File: config.mk
export PLATFORM = sky130hd
export DESIGN_NAME = joint_pd_torque_controller
export DESIGN_NICKNAME = d
export VERILOG_FILES = /design/src/hw/rtl/jpd_pkg.sv /design/src/hw/rtl/joint_pd_torque_controller.sv /design/src/hw/rtl/jpd_ram.sv /design/src/hw/rtl/jpd_calc.sv
export SDC_FILE = /design/constraint.sdc
export NUM_CORES = 2
export LEC_CHECK = 0
export BUFFER_PORTS_ARGS = -buffer_cell sky130_fd_sc_hd__buf_2
export CORE_MARGIN = 2
export CORE_UTILIZATION = 30
export DETAILED_ROUTE_END_ITERATION = 10
export SYNTH_ARGS = -nofsm -noshare
export SYNTH_HDL_FRONTEND = slang
export SYNTH_SLANG_ARGS = --single-unit
export TNS_END_PERCENT = 20
File: constraint.sdc
create_clock -name i_clk -period 9.3 [get_ports i_clk]
set_clock_uncertainty 0.05 [all_clocks]
set_input_delay 1.395 -clock i_clk [delete_from_list [all_inputs] [get_ports i_clk]]
set_output_delay 1.395 -clock i_clk [all_outputs]
set_load 0.02 [all_outputs]
File: src/hw/rtl/jpd_pkg.sv
`default_nettype none
// ----------------------------------------------------------------------------
// jpd_pkg
// Shared constants, types and reset tables of the joint PD torque controller.
// ----------------------------------------------------------------------------
package jpd_pkg;

    localparam int MAX_JOINTS     = 6;
    localparam int NUM_JOINTS_DEF = 6;

    localparam int JNT_W  = 3;
    localparam int ANG_W  = 21;
    localparam int ERR_W  = 22;
    localparam int GAIN_W = 16;
    localparam int LIM_W  = 15;
    localparam int TRQ_W  = 16;
    localparam int CFG_W  = 32;
    localparam int IDX_W  = 3;

    // Item kinds on the input stream
    localparam logic [1:0] OP_MEAS   = 2'd0;
    localparam logic [1:0] OP_TARGET = 2'd1;
    localparam logic [1:0] OP_TICK   = 2'd2;

    // Register index of the torque bound (gains sit at 0 .. MAX_JOINTS-1)
    localparam logic [IDX_W-1:0] CFG_LIMIT = 3'd6;

    // Angle constants, Q4.16
    localparam logic signed [ERR_W-1:0] PI_Q      = 22'sd205887;
    localparam logic signed [ERR_W-1:0] TWO_PI_Q  = 22'sd411775;
    localparam logic signed [ANG_W-1:0] HALF_PI_A = 21'sd102944;
    localparam logic signed [ANG_W-1:0] PI_A      = 21'sd205887;

    localparam logic [LIM_W-1:0] LIMIT_RESET = 15'd20480;

    // Gain reset: kp in the upper half, kd in the lower half, both Q8.8
    localparam logic [CFG_W-1:0] GAIN_RESET [MAX_JOINTS] = '{
        32'd2013272320, 32'd2013272320, 32'd2013272320,
        32'd754977792,  32'd503318784,  32'd335545856
    };

    typedef struct packed {
        logic start;
        logic ack;
    } t_calc_req;

    typedef struct packed {
        logic                    done;
        logic signed [TRQ_W-1:0] torque;
    } t_calc_rsp;

    // Home pose, used for a target entry that was never written
    function automatic logic signed [ANG_W-1:0] home_pose(input logic [JNT_W-1:0] j);
        logic signed [ANG_W-1:0] v;
        case (j)
            3'd1:    v = -HALF_PI_A;
            3'd2:    v = HALF_PI_A;
            3'd3:    v = -PI_A;
            3'd4:    v = -HALF_PI_A;
            default: v = '0;
        endcase
        return v;
    endfunction

endpackage
`default_nettype wire

File: src/hw/rtl/joint_pd_torque_controller.sv
`default_nettype none
// ----------------------------------------------------------------------------
// joint_pd_torque_controller
// PD torque controller for up to six joints with angle-error wrapping.
// ----------------------------------------------------------------------------
// Usage:
//   Input stream (s): tuser carries the item kind (measure, target, tick),
//   tdata the joint, angle, velocity and velocity flag. Measure and target
//   beats update the joint store; a tick beat, once every joint has been
//   measured, yields one torque beat per joint on the output stream (m),
//   in joint order, tlast on the final joint. Other ticks give nothing.
//   The user must write gains and the torque bound on the cfg channel only
//   while the block is idle; it is always ready and does not enforce this.
// Sequencing:
//   A target beat is written to the target RAM as it is accepted; a measure
//   beat does a read-modify-write of the position/velocity RAM. A tick steps
//   each joint through address, read and the torque unit, which takes one wrap
//   step per 2*pi of error. Input ready drops while a measure or tick beat works.
// Reset and stall:
//   Reset restores gains, bound, home targets and clears all seen flags;
//   no RAM clearing pass is needed. A stalled output holds its beat in the
//   output register; the torque unit waits and the next beat is accepted
//   as soon as the tick work is finished.
// ----------------------------------------------------------------------------
module joint_pd_torque_controller #(
    parameter int NUM_JOINTS = jpd_pkg::NUM_JOINTS_DEF
) (
    input  wire                                  i_clk,
    input  wire                                  i_rst_n,
    // slave stream
    input  wire                                  i_s_tvalid,
    output logic                                 o_s_tready,
    input  wire  [47:0]                          i_s_tdata,   // joint[2:0], angle[23:3],
                                                              // velocity[44:24],
                                                              // has_velocity[45], zero pad
    input  wire  [1:0]                           i_s_tuser,   // opcode[1:0]
    // master stream
    output logic                                 o_m_tvalid,
    input  wire                                  i_m_tready,
    output logic [23:0]                          o_m_tdata,   // out_joint[2:0],
                                                              // torque[18:3], zero pad
    output logic                                 o_m_tlast,   // last
    // configuration writes
    input  wire                                  i_cfg_valid,
    output logic                                 o_cfg_ready,
    input  wire  [jpd_pkg::IDX_W-1:0]            i_cfg_index,
    input  wire  [jpd_pkg::CFG_W-1:0]            i_cfg_data
);
    import jpd_pkg::*;

    localparam int AW = (NUM_JOINTS > 1) ? $clog2(NUM_JOINTS) : 1;
    localparam logic [JNT_W-1:0] LAST_J = JNT_W'(NUM_JOINTS - 1);

    localparam logic [2:0] S_IDLE  = 3'd0;
    localparam logic [2:0] S_MADR  = 3'd1;
    localparam logic [2:0] S_MWR   = 3'd2;
    localparam logic [2:0] S_TADR  = 3'd3;
    localparam logic [2:0] S_TRD   = 3'd4;
    localparam logic [2:0] S_TCALC = 3'd5;

    // Input beat fields
    logic [1:0]               w_op;
    logic [JNT_W-1:0]         w_joint;
    logic signed [ANG_W-1:0]  w_angle;
    logic signed [ANG_W-1:0]  w_velo;
    logic                     w_hasv;

    assign w_op    = i_s_tuser;
    assign w_joint = i_s_tdata[2:0];
    assign w_angle = i_s_tdata[23:3];
    assign w_velo  = i_s_tdata[44:24];
    assign w_hasv  = i_s_tdata[45];

    logic [2:0]               r_state, n_state;
    logic [AW-1:0]            r_idx,   n_idx;
    logic signed [ANG_W-1:0]  r_mang,  n_mang;
    logic signed [ANG_W-1:0]  r_mvel,  n_mvel;
    logic                     r_mhasv, n_mhasv;
    logic [NUM_JOINTS-1:0]    r_seen,  n_seen;
    logic [NUM_JOINTS-1:0]    r_tvld,  n_tvld;

    logic [CFG_W-1:0]         r_gains [MAX_JOINTS];
    logic [LIM_W-1:0]         r_limit;

    logic                     r_ovalid;
    logic [JNT_W-1:0]         r_ojoint;
    logic signed [TRQ_W-1:0]  r_otorque;
    logic                     r_olast;

    logic                     w_accept;
    logic                     w_joint_ok;
    logic                     w_seen_all;
    logic                     w_out_free;
    logic                     w_load;
    logic                     w_tgt_we;
    logic                     w_pv_we;
    logic [2*ANG_W-1:0]       w_pv_wdata;
    logic [2*ANG_W-1:0]       w_pv_rdata;
    logic [ANG_W-1:0]         w_tgt_rdata;
    logic signed [ANG_W-1:0]  w_old_vel;
    logic signed [ANG_W-1:0]  w_tgt;
    logic [CFG_W-1:0]         w_gain;
    logic [JNT_W-1:0]         w_idx_j;
    t_calc_req                w_req;
    t_calc_rsp                w_rsp;

    assign o_s_tready  = (r_state == S_IDLE);
    assign o_cfg_ready = 1'b1;
    assign w_accept    = i_s_tvalid & o_s_tready;
    assign w_joint_ok  = (w_joint < JNT_W'(NUM_JOINTS));
    assign w_seen_all  = &r_seen;
    assign w_idx_j     = JNT_W'(r_idx);
    assign w_gain      = r_gains[w_idx_j];

    // Position/velocity store: velocity in the upper half
    assign w_pv_we    = (r_state == S_MWR);
    assign w_old_vel  = r_seen[r_idx] ? $signed(w_pv_rdata[2*ANG_W-1:ANG_W]) : '0;
    assign w_pv_wdata = {(r_mhasv ? r_mvel : w_old_vel), r_mang};

    jpd_ram #(
        .WIDTH (2 * ANG_W),
        .DEPTH (NUM_JOINTS)
    ) u_pv_ram (
        .i_clk   (i_clk),
        .i_we    (w_pv_we),
        .i_waddr (r_idx),
        .i_wdata (w_pv_wdata),
        .i_raddr (r_idx),
        .o_rdata (w_pv_rdata)
    );

    // Target store: written straight from the input beat
    assign w_tgt_we = w_accept && (w_op == OP_TARGET) && w_joint_ok;

    jpd_ram #(
        .WIDTH (ANG_W),
        .DEPTH (NUM_JOINTS)
    ) u_tgt_ram (
        .i_clk   (i_clk),
        .i_we    (w_tgt_we),
        .i_waddr (w_joint[AW-1:0]),
        .i_wdata (w_angle),
        .i_raddr (r_idx),
        .o_rdata (w_tgt_rdata)
    );

    // Unwritten target entries read as the home pose
    assign w_tgt = r_tvld[r_idx] ? $signed(w_tgt_rdata) : home_pose(w_idx_j);

    assign w_out_free = !r_ovalid || i_m_tready;
    assign w_load     = (r_state == S_TCALC) && w_rsp.done && w_out_free;
    assign w_req.start = (r_state == S_TRD);
    assign w_req.ack   = w_load;

    jpd_calc u_calc (
        .i_clk   (i_clk),
        .i_rst_n (i_rst_n),
        .i_req   (w_req),
        .i_tgt   (w_tgt),
        .i_pos   ($signed(w_pv_rdata[ANG_W-1:0])),
        .i_vel   ($signed(w_pv_rdata[2*ANG_W-1:ANG_W])),
        .i_kp    (w_gain[CFG_W-1:GAIN_W]),
        .i_kd    (w_gain[GAIN_W-1:0]),
        .i_limit (r_limit),
        .o_rsp   (w_rsp)
    );

    // Sequencer: measure read-modify-write, target write, tick over joints
    always_comb begin
        n_state = r_state;
        n_idx   = r_idx;
        n_mang  = r_mang;
        n_mvel  = r_mvel;
        n_mhasv = r_mhasv;
        n_seen  = r_seen;
        n_tvld  = r_tvld;
        case (r_state)
            S_IDLE: begin
                if (w_accept) begin
                    case (w_op)
                        OP_MEAS: begin
                            if (w_joint_ok) begin
                                n_idx   = w_joint[AW-1:0];
                                n_mang  = w_angle;
                                n_mvel  = w_velo;
                                n_mhasv = w_hasv;
                                n_state = S_MADR;
                            end
                        end
                        OP_TARGET: begin
                            if (w_joint_ok) begin
                                n_tvld = r_tvld | (NUM_JOINTS'(1) << w_joint[AW-1:0]);
                            end
                        end
                        OP_TICK: begin
                            if (w_seen_all) begin
                                n_idx   = '0;
                                n_state = S_TADR;
                            end
                        end
                        default: begin
                            n_state = S_IDLE;
                        end
                    endcase
                end
            end
            S_MADR: begin
                n_state = S_MWR;
            end
            S_MWR: begin
                n_seen  = r_seen | (NUM_JOINTS'(1) << r_idx);
                n_state = S_IDLE;
            end
            S_TADR: begin
                n_state = S_TRD;
            end
            S_TRD: begin
                n_state = S_TCALC;
            end
            S_TCALC: begin
                if (w_load) begin
                    if (w_idx_j == LAST_J) begin
                        n_state = S_IDLE;
                    end else begin
                        n_idx   = r_idx + AW'(1);
                        n_state = S_TADR;
                    end
                end
            end
            default: begin
                n_state = S_IDLE;
            end
        endcase
    end

    always_ff @(posedge i_clk) begin
        if (!i_rst_n) begin
            r_state <= S_IDLE;
            r_idx   <= '0;
            r_seen  <= '0;
            r_tvld  <= '0;
        end else begin
            r_state <= n_state;
            r_idx   <= n_idx;
            r_seen  <= n_seen;
            r_tvld  <= n_tvld;
        end
        r_mang  <= n_mang;
        r_mvel  <= n_mvel;
        r_mhasv <= n_mhasv;
    end

    // Configuration registers; indexes beyond the list are dropped
    always_ff @(posedge i_clk) begin
        if (!i_rst_n) begin
            for (int k = 0; k < MAX_JOINTS; k++) begin
                r_gains[k] <= GAIN_RESET[k];
            end
            r_limit <= LIMIT_RESET;
        end else if (i_cfg_valid && o_cfg_ready) begin
            if (i_cfg_index < CFG_LIMIT) begin
                r_gains[i_cfg_index] <= i_cfg_data;
            end else if (i_cfg_index == CFG_LIMIT) begin
                r_limit <= i_cfg_data[LIM_W-1:0];
            end
        end
    end

    // Output register: load a torque beat, drop it once taken
    always_ff @(posedge i_clk) begin
        if (!i_rst_n) begin
            r_ovalid <= 1'b0;
        end else if (w_load) begin
            r_ovalid <= 1'b1;
        end else if (i_m_tready) begin
            r_ovalid <= 1'b0;
        end
        if (w_load) begin
            r_ojoint  <= w_idx_j;
            r_otorque <= w_rsp.torque;
            r_olast   <= (w_idx_j == LAST_J);
        end
    end

    assign o_m_tvalid = r_ovalid;
    assign o_m_tdata  = {5'd0, r_otorque, r_ojoint};
    assign o_m_tlast  = r_olast;

    // Checks
    logic signed [TRQ_W-1:0] w_lim16;
    assign w_lim16 = $signed({1'b0, r_limit});

    a_load_from_tick: assert property (@(posedge i_clk) disable iff (!i_rst_n)
        $rose(r_ovalid) |-> ($past(r_state) == S_TCALC))
        else $error("torque beat appeared outside a tick");

    a_tick_all_seen: assert property (@(posedge i_clk) disable iff (!i_rst_n)
        (r_state == S_TADR) |-> w_seen_all)
        else $error("tick running before every joint was measured");

    a_torque_bound: assert property (@(posedge i_clk) disable iff (!i_rst_n)
        r_ovalid |-> ((r_otorque <= w_lim16) && (r_otorque >= -w_lim16)))
        else $error("torque beat beyond the bound");

    a_last_joint: assert property (@(posedge i_clk) disable iff (!i_rst_n)
        (r_ovalid && r_olast) |-> (r_ojoint == LAST_J))
        else $error("tlast on a joint other than the final one");

endmodule
`default_nettype wire

File: src/hw/rtl/jpd_ram.sv
`default_nettype none
// ----------------------------------------------------------------------------
// jpd_ram
// Generic single-write, single-read RAM with registered read data.
// ----------------------------------------------------------------------------
module jpd_ram #(
    parameter int WIDTH = 8,
    parameter int DEPTH = 4
) (
    input  wire                                  i_clk,
    input  wire                                  i_we,
    input  wire  [((DEPTH > 1) ? $clog2(DEPTH) : 1)-1:0] i_waddr,
    input  wire  [WIDTH-1:0]                     i_wdata,
    input  wire  [((DEPTH > 1) ? $clog2(DEPTH) : 1)-1:0] i_raddr,
    output logic [WIDTH-1:0]                     o_rdata
);

    logic [WIDTH-1:0] r_mem [DEPTH];

    // Write port and registered read port
    always_ff @(posedge i_clk) begin
        if (i_we) begin
            r_mem[i_waddr] <= i_wdata;
        end
        o_rdata <= r_mem[i_raddr];
    end

endmodule
`default_nettype wire

File: src/hw/rtl/jpd_calc.sv
`default_nettype none
// ----------------------------------------------------------------------------
// jpd_calc
// Torque unit for one joint: wrap the angle error, form kp*err - kd*vel,
// round to Q8.8 and clamp. Holds the torque until acknowledged.
// ----------------------------------------------------------------------------
module jpd_calc (
    input  wire                                  i_clk,
    input  wire                                  i_rst_n,
    input  wire  jpd_pkg::t_calc_req             i_req,
    input  wire  signed [jpd_pkg::ANG_W-1:0]     i_tgt,
    input  wire  signed [jpd_pkg::ANG_W-1:0]     i_pos,
    input  wire  signed [jpd_pkg::ANG_W-1:0]     i_vel,
    input  wire  [jpd_pkg::GAIN_W-1:0]           i_kp,
    input  wire  [jpd_pkg::GAIN_W-1:0]           i_kd,
    input  wire  [jpd_pkg::LIM_W-1:0]            i_limit,
    output jpd_pkg::t_calc_rsp                   o_rsp
);
    import jpd_pkg::*;

    localparam logic [2:0] C_IDLE = 3'd0;
    localparam logic [2:0] C_WRAP = 3'd1;
    localparam logic [2:0] C_MULP = 3'd2;
    localparam logic [2:0] C_MULD = 3'd3;
    localparam logic [2:0] C_SAT  = 3'd4;
    localparam logic [2:0] C_DONE = 3'd5;

    logic [2:0]                r_state, n_state;
    logic signed [ERR_W-1:0]   r_err,   n_err;
    logic signed [ANG_W-1:0]   r_vel,   n_vel;
    logic signed [38:0]        r_prod,  n_prod;
    logic signed [39:0]        r_acc,   n_acc;
    logic signed [TRQ_W-1:0]   r_torque, n_torque;

    logic signed [38:0]        w_pterm;
    logic signed [37:0]        w_dterm;
    logic signed [39:0]        w_rnd;
    logic signed [23:0]        w_t;
    logic signed [23:0]        w_lim;

    // Products and rounding
    assign w_pterm = $signed({1'b0, i_kp}) * r_err;
    assign w_dterm = $signed({1'b0, i_kd}) * r_vel;
    assign w_rnd   = r_acc + 40'sd32768;
    assign w_t     = w_rnd[39:16];
    assign w_lim   = $signed({9'd0, i_limit});

    // Sequence one joint through wrap, multiply and clamp
    always_comb begin
        n_state  = r_state;
        n_err    = r_err;
        n_vel    = r_vel;
        n_prod   = r_prod;
        n_acc    = r_acc;
        n_torque = r_torque;
        case (r_state)
            C_IDLE: begin
                if (i_req.start) begin
                    n_err   = ERR_W'(i_tgt) - ERR_W'(i_pos);
                    n_vel   = i_vel;
                    n_state = C_WRAP;
                end
            end
            C_WRAP: begin
                // one wrap step per cycle until the error lies in [-pi, pi]
                if (r_err > PI_Q) begin
                    n_err = r_err - TWO_PI_Q;
                end else if (r_err < -PI_Q) begin
                    n_err = r_err + TWO_PI_Q;
                end else begin
                    n_state = C_MULP;
                end
            end
            C_MULP: begin
                n_prod  = w_pterm;
                n_state = C_MULD;
            end
            C_MULD: begin
                n_acc   = 40'(r_prod) - 40'(w_dterm);
                n_state = C_SAT;
            end
            C_SAT: begin
                if (w_t > w_lim) begin
                    n_torque = TRQ_W'(w_lim);
                end else if (w_t < -w_lim) begin
                    n_torque = TRQ_W'(-w_lim);
                end else begin
                    n_torque = TRQ_W'(w_t);
                end
                n_state = C_DONE;
            end
            C_DONE: begin
                if (i_req.ack) begin
                    n_state = C_IDLE;
                end
            end
            default: begin
                n_state = C_IDLE;
            end
        endcase
    end

    always_ff @(posedge i_clk) begin
        if (!i_rst_n) begin
            r_state <= C_IDLE;
        end else begin
            r_state <= n_state;
        end
        r_err    <= n_err;
        r_vel    <= n_vel;
        r_prod   <= n_prod;
        r_acc    <= n_acc;
        r_torque <= n_torque;
    end

    assign o_rsp.done   = (r_state == C_DONE);
    assign o_rsp.torque = r_torque;

endmodule
`default_nettype wire

## Word level (Yosys, flattened, before mapping)

Memory sizes are Yosys's and may differ from the RTL's. A register that Yosys moved wholly into a read port is not among the register bits.
Cells that the tools add are included.

| operators by class | value |
|---|---|
| reductions and logical operators | 23 |
| add/subtract/negate cells | 7 |
| equal/unequal tests | 30 |
| multipliers | 2 |
| muxes and demuxes | 49 |
| bitwise operators | 4 |
| shifts and indexed selects | 2 |
| $lt $le $gt $ge | 7 |

Operators by type and width:

| cell | count |
|---|---|
| 2-to-1 mux 22 bit | 3 |
| 2-to-1 mux 21 bit | 3 |
| one-hot mux 21 bit (3 select lines) | 1 |
| 2-to-1 mux 3 bit | 16 |
| one-hot mux 22 bit (2 select lines) | 1 |
| adder 40 x 17 -> 40 bit (second input constant) | 1 |
| subtractor 39 x 38 -> 40 bit | 1 |
| multiplier 17 x 22 -> 39 bit | 1 |
| multiplier 17 x 21 -> 38 bit | 1 |
| 2-to-1 mux 32 bit | 1 |
| OR reduction 32 bit | 1 |
| greater-than comparator 24 x 16 -> 1 bit | 1 |
| less-than comparator 24 bit | 1 |
| negator 15 -> 24 bit | 1 |
| adder 22 x 20 -> 22 bit (second input constant) | 1 |
| greater-than comparator 22 x 19 -> 1 bit (second input constant) | 1 |
| less-than comparator 22 x 19 -> 1 bit (second input constant) | 1 |
| subtractor 21 x 21 -> 22 bit | 1 |
| subtractor 22 x 20 -> 22 bit (second input constant) | 1 |
| equality test 3 bit (second input constant) | 7 |
| equality test 3 x 2 -> 1 bit (second input constant) | 6 |
| one-hot mux 3 bit (6 select lines) | 1 |
| 2-to-1 mux 16 bit | 1 |
| 2-to-1 mux 15 bit | 1 |
| other kinds (33) | 70 |

| storage, ports and cells | value |
|---|---|
| register bits | 238 |
| word-level logic and storage cells | 146 |
| memories | 3 |
| output and inout port bits | 28 |
| input port bits | 90 |
| bits in writable memories | 570 |

Memory list:

| memory | words | bits a word | read ports | clocked after memory_dff | write ports | RTL line | source |
|---|---|---|---|---|---|---|---|
| u_pv_ram.r_mem | 6 | 42 | 1 | 1 | 1 | jpd_ram.sv:18 | `logic [WIDTH-1:0] r_mem [DEPTH];` |
| r_gains | 6 | 32 | 1 | 1 | 6 | joint_pd_torque_controller.sv:82 | `logic [CFG_W-1:0] r_gains [MAX_JOINTS];` |
| u_tgt_ram.r_mem | 6 | 21 | 1 | 1 | 1 | jpd_ram.sv:18 |  |

## Longest topological paths before layout

| depth | value |
|---|---|
| depth in word-level cells | 7 |
| mapped depth | 30 |
| mapped depth without buffers | 27 |

## Cells and area by module

From an unflattened synthesis, not the netlist that was laid out.

| unflattened totals | value |
|---|---|
| cells, all modules | 5,617 |
| area, all modules | 65,968.3 um^2 |

By module, submodules not included:

| module | seq. area each (um^2) | area each (um^2) | cells each | times used |
|---|---|---|---|---|
| jpd_calc | 3,753.6 | 35,077.4 | 3,835 | 1 |
| joint_pd_torque_controller | 10,319.9 | 14,859.3 | 961 | 1 |
| jpd_ram at u_pv_ram | 8,408.1 | 10,731.5 | 544 | 1 |
| jpd_ram at u_tgt_ram | 4,204.0 | 5,300.1 | 277 | 1 |

## Worst setup path before layout

Ideal clock, no wire load.

| path | value |
|---|---|
| kind | flip-flop to flip-flop |
| from | register with a tool-made name |
| to | register u_calc.r_prod[38], data pin |
| clock period less this slack | 8,195 ps |
| arrival | 7,884 ps |
| buffers on the path | 3 |
| setup slack | 1,105 ps |
| setup time | 261 ps |
| required time | 8,989 ps |
| stages on the path, launching flop included | 26 |
| cell sequence | dfxtp_1 -> clkbuf_1 -> buf_1 -> mux4_2 -> mux2i_1 -> clkbuf_1 -> nor2b_1 -> fa_1 -> inv_1 -> fa_1 -> fa_1 -> fa_1 -> inv_1 -> fa_1 -> fa_1 -> ha_1 -> and3_2 -> nand2_1 -> a21oi_1 -> o311a_1 -> or3_1 -> a221o_2 -> o41ai_4 -> nand4b_1 -> nand2_1 -> a311o_1 |

RTL lines:

| item | RTL line | source |
|---|---|---|
| end signal: assignment | jpd_calc.sv:111 | `r_prod <= n_prod;` |
| end: declaration | jpd_calc.sv:31 | `logic signed [38:0] r_prod, n_prod;` |

==> results.md <==
- Outcome: finished clean
- Routing usage on met3: roughly 2.7%
- Unrepaired setup endpoints after global routing: false
- Max Clock Freq: 0.116 GHz
- Yosys reg bits: 923
- Tmin final: 8.60 ns
- Initial core utilization: slightly above 30%
- CTS resizes: 0
- Distinct cell type count after synthesis: 70
- Overall global routing resource usage: between 10 and 15%
- CP max FO: 24
- HP Class: flop to flop
- Vias: between 40k and 50k
- CP Class: flop to flop
- EDFF count, synth: approximately 800
- Iter 0 DRT Violations: 2,851
- Post-Syn Instances: 5,644
- Antenna violations before repair: 12
- Worst-Margin Slew: 1.10 ns
- CTS max path bufs: 3
- Nets@finish: 6,871
- Top FF cell, synth: edfxtp_1
- Clock slew at reported path FFs: 0.06 ns
- Inst Count DP: between 8k and 9k
- DRC: 0
- Worst Setup Start Kind: flop
- Register area share after synthesis: roughly two fifths
- Die Y: 469 um
- Avg WL per Cell: 18.2 um
- Gp weighted congestion: between 0.8 and 0.9
- Non-Filler Instances: slightly below 9k
- Fillers: about 21k
- Layout cell share with drive strength beyond 1: roughly 9%
- Syn_area_per_cell: between 10 and 15 um^2
- Max H-tree Level: 3
- Largest net degree at the start of global routing: between 90 and 100
- Io pins: around 120
- Req. time, crit path: 9.77 ns
- Ys async rst share: 0%
- CTS Hold Bufs: 0
- Nature of the critical path endpoint: flop
- Clock Latency Late Sink: 0.73 ns
- Clk sinks: between 900 and 1k
- ANT nets after route: 0
- Met2 global-route usage: between 20% and 30%
- Routing usage on met1: a little under a fifth
- Die ar.: between 0.2 and 0.25 mm^2
- Syn-to-layout area delta: 11.6%
- Via/cell ratio: between 4 and 5
- Grt ovf: 0
- Row cnt: between 150 and 200
- Max_slew headroom: a little over a quarter
- DRT Pass-1 Iters: 5
- Commonest non-fill, non-tap cell in the layout: inv_1
- First-pass GRT wire length: approximately 250,000 um
- Die span in x: between 400 and 500 um
- Vias in the first global route: roughly 43k
- Final slew viol count: 0
- Worst setup margin: 0.701 ns
- Hold Worst Slack: approximately 0.37 ns
- Total routed wirelength: approximately 160,000 um
- Final Hold Viols: 0
- CTS Buf Count: 95
- Finish-stage setup viols: 0
- Top cells by area, synth: edfxtp_1 38%, fa_1 22%, inv_1 6.1%, ha_1 5.5%, nand2_1 3.2%
- CP Data Arrival Time: between 9 and 10 ns
- Max_cap viols: 0
- Core area: between 0.2 and 0.25 mm^2
- Setup TNS: 0 ns
- Mapped Area: between 0.06 and 0.07 mm^2
- Setup bufs post-CTS: 0
- PortBufs: 109
- Root cell of the clock tree: clkbuf_16
- TritonCTS clock tree: built
- Final Cycle Share: between 90% and 100%
- Place WS: 0.673 ns
- Syn. warnings: 0
- Cell taking the most area after synthesis: edfxtp_1
- DP HPWL: 117,000 um
- Gr busiest metal: met2
- Area share of the largest cell type after synthesis: a little under two fifths
- Most frequent cells in the layout: 1,062 x inv_1, 820 x edfxtp_1, 726 x fa_1, 562 x nand2_1, 291 x nor2_1
Yosys cell counts (26+ instances only):
library cell,instances
nand2b_1,43
a21o_1,46
a21oi_1,181
dfxtp_1,103
nand4_1,26
and2_1,117
nor3_1,42
o21a_1,29
inv_1,1063
fa_1,726
mux4_2,91
ha_1,287
nor2b_1,268
o21ai_0,132
nor2_1,294
nand2_1,562
xor2_1,34
edfxtp_1,820
clkbuf_1,210
xnor2_1,85
mux2i_1,133
nand3_1,47
path summary, 6_finish.rpt:
kind | to | from | cells after the start | slack, ns
worst max register to register | u_calc.r_prod[31]$_DFFE_PP_ | flop | 26 | 0.70
worst max-delay path | u_calc.r_prod[31]$_DFFE_PP_ | flop | 26 | 0.70
worst min-delay path | r_otorque[0]$_DFFE_PP_ | u_calc.r_torque[0]$_DFFE_PN_ | 0 | 0.37
worst min register to register | r_otorque[0]$_DFFE_PP_ | u_calc.r_torque[0]$_DFFE_PN_ | 0 | 0.37
worst max-delay path, stage by stage (launching register included):
cell and delay (ns):
dfxtp_4 0.70, buf_4 0.37, mux4_2 0.54, mux2i_2 0.15, buf_4 0.33, nor2b_1 0.11, fa_1 0.49, inv_1 0.05
fa_1 0.46, fa_1 0.51, inv_1 0.06, fa_1 0.49, fa_1 0.49, inv_1 0.05, fa_1 0.47, inv_1 0.04
ha_1 0.33, a21o_1 0.19, a21o_1 0.18, a21oi_1 0.15, o21ai_0 0.16, o21ai_0 0.54, a21boi_0 0.26, o31ai_1 0.45
a21oi_1 0.19, or4_1 0.43, nand3_1 0.17
sequential cells by signal (all words and copies together) (netlist names), named ones only:
register / cells
u_tgt_ram.o_rdata: 21
u_calc.r_state: 3
r_ojoint: 3
r_mhasv: 1
u_calc.r_prod: 39
r_mvel: 21
r_state: 3
r_seen: 6
r_limit: 15
u_pv_ram.r_mem: 252
o_m_tlast: 1
u_tgt_ram.r_mem: 126
u_calc.r_err: 22
u_pv_ram.o_rdata: 42
u_calc.r_vel: 21
r_tvld: 6
r_idx: 3
o_m_tvalid: 1
r_mang: 21
u_calc.r_torque: 16
r_gains: 256
r_otorque: 16
u_calc.r_acc: 25
logic make-up (layout without fill, tap and decap cells):
family                     after synthesis  in the layout  synth area share [%]
AOI/OAI and AO/OA                      557            557                  5.37
muxes                                  249            249                  5.64
adders and majority gates             1013           1013                  27.9
xor gates and xnor gates               119            119                  1.60
buffers and inverters                 1306           1441                  7.58
DFF                                    923            923                  41.1
other                                    2             71                0.0116
and+or+nand+nor                       1475           1475                  10.8
layout make-up:
cell class	count	area (um^2)	area share, %
Clock buffer	126	2540	3.51
Clock inverter	50	671	0.925
Timing Repair Buffer	202	1280	1.77
Inverter	1063	3990	5.50
Antenna cell	1	2.50	0.00345
Sequential cell	923	26700	36.8
Tap cell	2838	3550	4.90
Multi-Input combinational cell	3483	33800	46.6
per-layer routing:
| metal | up-vias | share of wire (%) |
|---|---|---|
| met2 | 1068 | 47 |
| met1 | 20600 | 44 |
| met4 | 4 | 2.9 |
| met3 | 237 | 6.2 |
| met5 | - | 0.015 |
| li1 | 18500 | - |
stage by stage:
stage,util (%),area [um^2]
2_1_floorplan,-,65200
3_3_place_gp,32.2,69300
3_5_place_dp,32.2,69300
4_1_cts,33.7,72500
5_1_grt,33.7,72500
6_report,33.7,72500
Power is left out: the tool's default activity adds up to more than one toggle a clock period on the data nets, which glitch-free logic cannot reach.
